$ cat src/design/rfr_pkg.sv
// Package for the request fragment reassembler.
// Holds the command and status codes, header constants and the result record.
// No dependencies.
`timescale 1ns / 1ps

package rfr_pkg;

  typedef enum logic [2:0] {
    CMD_WRITE   = 3'd0,
    CMD_TICK    = 3'd1,
    CMD_DISC    = 3'd2,
    CMD_FETCH   = 3'd3,
    CMD_RELEASE = 3'd4
  } rfr_cmd_e;

  typedef enum logic [2:0] {
    ST_OK        = 3'd0,
    ST_NOT_SUPP  = 3'd1,
    ST_BAD_LEN   = 3'd2,
    ST_NOT_ALLOW = 3'd3,
    ST_Q_FULL    = 3'd4
  } rfr_status_e;

  localparam logic [1:0] CFG_VERSION = 2'd0;
  localparam logic [1:0] CFG_TYPE    = 2'd1;
  localparam logic [1:0] CFG_TIMEOUT = 2'd2;

  localparam int unsigned HDR_BYTES = 12;
  localparam int unsigned HDR_W     = 4;
  localparam logic [7:0] MAGIC0     = 8'h4C;
  localparam logic [7:0] MAGIC1     = 8'h4B;
  localparam logic [15:0] TICK_MAX  = 16'hFFFF;

  localparam logic [7:0]  VERSION_RST = 8'd1;
  localparam logic [7:0]  TYPE_RST    = 8'd1;
  localparam logic [15:0] TIMEOUT_RST = 16'd2000;

  localparam int unsigned OUT_DEPTH = 3;
  localparam int unsigned OUT_PW    = 2;

  typedef struct packed {
    logic        kind;
    rfr_status_e status;
    logic        head_valid;
    logic [31:0] head_id;
    logic [9:0]  head_len;
    logic [3:0]  head_conn;
    logic [7:0]  byte_val;
    logic [1:0]  count;
  } rfr_result_t;

endpackage

$ cat src/design/rfr_result_fifo.sv
// Result queue of the request fragment reassembler.
// Three-entry register FIFO that decouples the pipeline from the output stall.
// Depends on rfr_pkg.
`timescale 1ns / 1ps

module rfr_result_fifo
  import rfr_pkg::*;
(
  input  logic        clk_i,
  input  logic        rst_ni,
  input  logic        push_i,
  input  rfr_result_t push_data_i,
  input  logic        out_stall_i,
  output logic        out_valid_o,
  output rfr_result_t out_data_o,
  output logic [1:0]  level_o
);

  rfr_result_t              mem_q [OUT_DEPTH];
  logic [OUT_PW-1:0]        wp_q, wp_d, rp_q, rp_d;
  logic [1:0]               cnt_q, cnt_d;
  logic                     pop;

  assign out_valid_o = (cnt_q != 2'd0);
  assign out_data_o  = mem_q[rp_q];
  assign level_o     = cnt_q;
  assign pop         = out_valid_o && !out_stall_i;

  always_comb begin
    wp_d  = wp_q;
    rp_d  = rp_q;
    cnt_d = cnt_q;
    if (push_i) begin
      wp_d = (wp_q == OUT_PW'(OUT_DEPTH - 1)) ? '0 : wp_q + 1'b1;
    end
    if (pop) begin
      rp_d = (rp_q == OUT_PW'(OUT_DEPTH - 1)) ? '0 : rp_q + 1'b1;
    end
    if (push_i && !pop) begin
      cnt_d = cnt_q + 1'b1;
    end else if (!push_i && pop) begin
      cnt_d = cnt_q - 1'b1;
    end
  end

  always_ff @(posedge clk_i or negedge rst_ni) begin
    if (!rst_ni) begin
      wp_q  <= '0;
      rp_q  <= '0;
      cnt_q <= '0;
    end else begin
      wp_q  <= wp_d;
      rp_q  <= rp_d;
      cnt_q <= cnt_d;
    end
  end

  always_ff @(posedge clk_i) begin
    if (push_i) begin
      mem_q[wp_q] <= push_data_i;
    end
  end

endmodule
$ cat config.mk
export PLATFORM = sky130hd
export DESIGN_NAME = rfr_result_fifo
export DESIGN_NICKNAME = d
export VERILOG_FILES = /design/src/design/rfr_pkg.sv /design/src/design/rfr_result_fifo.sv
export SDC_FILE = /design/constraint.sdc
export NUM_CORES = 1
export LEC_CHECK = 0
export BUFFER_PORTS_ARGS = -buffer_cell sky130_fd_sc_hd__buf_2
export CAP_MARGIN = 25
export CORE_ASPECT_RATIO = 0.7
export CORE_UTILIZATION = 35
export DETAILED_ROUTE_END_ITERATION = 7
export HOLD_SLACK_MARGIN = 0.08
export PLACE_DENSITY_LB_ADDON = 0.25
export SETUP_SLACK_MARGIN = 0.4
export SLEW_MARGIN = 40
export SYNTH_ARGS = -nofsm -noshare
export SYNTH_HDL_FRONTEND = slang
export SYNTH_SLANG_ARGS = --single-unit
$ cat constraint.sdc
create_clock -name clk_i -period 6.15 [get_ports clk_i]
set_input_delay 0.9225 -clock clk_i [delete_from_list [all_inputs] [get_ports clk_i]]
set_output_delay 0.9225 -clock clk_i [all_outputs]
set_load 0.005 [all_outputs]
==> results.yml <==
run_status:
  status: "completed"
timing:
  tightest_slew_ps: 669
  period_needed_ps: 3310
  hold_viol: 0
  setup_tns_ps: 0
  fmax_ghz: 0.302
  slew_headroom: 0.554
  finalClockSkew_ps: 8.90
  setup_violations: 0
  grt_setup_unrepaired: "no"
  slew_viol_final: 0
  fin_crit_sh: 0.538
final_layout:
  fin_nets: 611
  synthToLayoutAreaGrowth_pct: 20.6
  drive_above_1_share: 0.312
  fillers: 1835
route:
  drtIter0Drc: 235
  ant_nets: 0
  first_pass_iters: 4
  drt-total-wl_um: 13200
  num_vias: 3755
  drc: 0
  via_per_inst: 4.52
  wl_per_cell_um: 15.9
pwr:
  p_leak_nw: 3.13
  power_density_mw_per_mm2: 456
  total_power_w: 0.00392
  vdd_drop_max_mv: 0.202
yosys:
  netlist_area_sq_mm: 0.00713
  syn_area_per_cell_sq_um: 17.3
  synth-adder-area-share: 0.00175
  synth_cell_type_count: 24
  syn_inst: 412
  ys_seq_area_frac: 0.791
  synth.area.mux_share: 0.0856
  syn_nets: 478
  yosys.area_share.simple: 0.0386
  yosysTopAreaCellShare: 0.770
  synth.ff_latch_count: 189
  yosys-top-cells-area: "edfxtp_1 77%, mux2i_1 8.6%, o21ai_1 3.9%, nand2_1 3.3%, dfrtp_1 2.1%"
  synth_top_area_cell: "edfxtp_1"
  synth_top_family_by_area: "multiplexers"
  yosysWarningCount: 0
  synth_xor_area_frac: 0.00368
  synth_compound_area_frac: 0.0498
die:
  chipWidth_um: 173
  floorplan.die_area_sq_mm: 0.0210
  die_h_um: 121
  num_io_pins: 129
  row_count: 43
  core-area_sq_mm: 0.0199
  start_util: 0.358
setup_path:
  start_kind: "register"
  critPathRequiredTime_ps: 5230
  ff2ff_path_depth: 4
  crit_fanout: 36
  crit_start: "rp_q[0]$_DFFE_PN0P_"
  crit_type: "reg -> out"
  cp-endpoint: "out_data_o[54]"
  r2r_end: "mem_q[1][58]$_DFFE_PP_"
  ff2ff_setup_slack_ps: 4130
  end_kind: "output port"
  worstPathArrival_ps: 2380
  r2r_start: "wp_q[0]$_DFFE_PN0P_"
cts:
  clk_path_buf_depth: 2
  cts_made_buffers: 17
  cts_resized: 0
  clock_sinks: 189
  h-tree-depth: 4
  holdBufCountCts: 0
  post_cts_buffers: 0
  path_clk_slew_ps: 70
  cts_tree: "done"
  clk_latency_ps: 420
  root_buffer: "clkbuf_16"
min_path:
  min_path_type: "in -> async"
global_routing:
  grt_overflow_total: 0
  grt_pass1_vias: 3836
  track_usage: 0.131
  grt_pass1_wl_um: 20300
  antenna_found_initial: 1
  grt_max_degree: 67
placed_design:
  io_buffers: 128
  place_congestion: 0.682
  dpl.hpwl_um: 7660
job:
  cap_violations: 0
-- cell usage in the layout (no fill, tap or decap), drive strengths merged --
cell type,synthesis,final
dfrtp,6,6
nor3,2,2
inv,1,5
xor2,2,2
bufinv,0,2
ha,1,1
xnor2,1,1
o21bai,1,1
mux2i,61,61
edfxtp,183,183
a21o,3,3
nor3b,1,1
or2,1,1
nand2,63,63
or2b,1,1
nor2,2,2
clkinvlp,0,4
clkinv,0,1
diode,0,2
buf,15,135
o21ai,62,62
clkbuf,6,21
-- worst min path at each step --
stage	end	slack, ps
floorplan	wp_q[1]$_DFFE_PN0P_	490
global placement	level_o[1]$_DFFE_PN0P_	510
detailed placement	level_o[1]$_DFFE_PN0P_	520
CTS	level_o[1]$_DFFE_PN0P_	290
global route	level_o[0]$_DFFE_PN0P_	300
finish	wp_q[0]$_DFFE_PN0P_	310
-- final cells by class --
class | instances | area, sq um | share of cell area
inverters | 1 | 3.75 | 0.000436
flip-flops and latches | 189 | 5650 | 0.657
diodes | 2 | 5.00 | 0.000582
repair buffers | 135 | 717 | 0.0833
clock buffers | 21 | 450 | 0.0524
well taps | 270 | 338 | 0.0393
clock inverters | 11 | 133 | 0.0154
multi-input cells | 201 | 1300 | 0.152
-- through the flow --
| step | worst slack (ps) | area (sq um) | hold slack [ps] | util | std cells |
|---|---|---|---|---|---|
| floorplan | 408 | 7140 | 486 | - | 412 |
| global placement | 3240 | 7980 | 510 | 0.401 | 795 |
| detailed placement | 3230 | 8020 | 524 | 0.403 | 796 |
| CTS | 2750 | 8600 | 294 | 0.432 | 828 |
| global route | 2620 | 8600 | 299 | 0.432 | 828 |
| finish | 2840 | 8600 | 313 | 0.432 | 830 |
-- Yosys cell counts --
cell / n
a21o_1: 3
buf_12: 6
buf_2: 6
buf_4: 1
buf_6: 2
clkbuf_1: 5
clkbuf_2: 1
dfrtp_1: 6
edfxtp_1: 183
ha_1: 1
inv_1: 1
mux2i_1: 61
nand2_1: 63
nor2_1: 2
nor3_1: 2
nor3b_1: 1
o21ai_0: 3
o21ai_1: 56
o21ai_2: 3
o21bai_2: 1
or2_2: 1
or2b_1: 1
xnor2_1: 1
xor2_1: 2
-- cells by family after synthesis --
| family | Yosys count |
|---|---|
| DFF | 189 |
| and+or+nand+nor | 70 |
| AOI/OAI and AO/OA | 66 |
| muxes | 61 |
| buffers and inverters | 22 |
| xor gates and xnor gates | 3 |
| adders and majority gates | 1 |
-- sequential cells by signal, summed over array words and instances, names as in the netlist --
signal	count
level_o	2
wp_q	2
rp_q	2
mem_q	183
-- layer usage --
layer	vias up	wire, um	global-route usage
li1	1820	-	-
met1	1826	5900	0.156
met2	96	6210	0.213
met3	13	978	0.0523
met4	0	136	0.0502
met5	-	0	0
-- report_power, final --
group | leakage [nW] | switching (W) | total [W] | internal [W]
Sequential | 1.76 | 0.000163 | 0.00182 | 0.00166
Combinational | 1.09 | 0.000560 | 0.00101 | 0.000452
Clock | 0.273 | 0.000472 | 0.00109 | 0.000616
-- worst max-delay path, stage by stage, from the launching register on --
cell	delay, ps
dfrtp_4	770
buf_4	620
mux2i_1	260
o21ai_1	90
buf_2	160
Note: power is estimated with default switching activity, not from simulation.
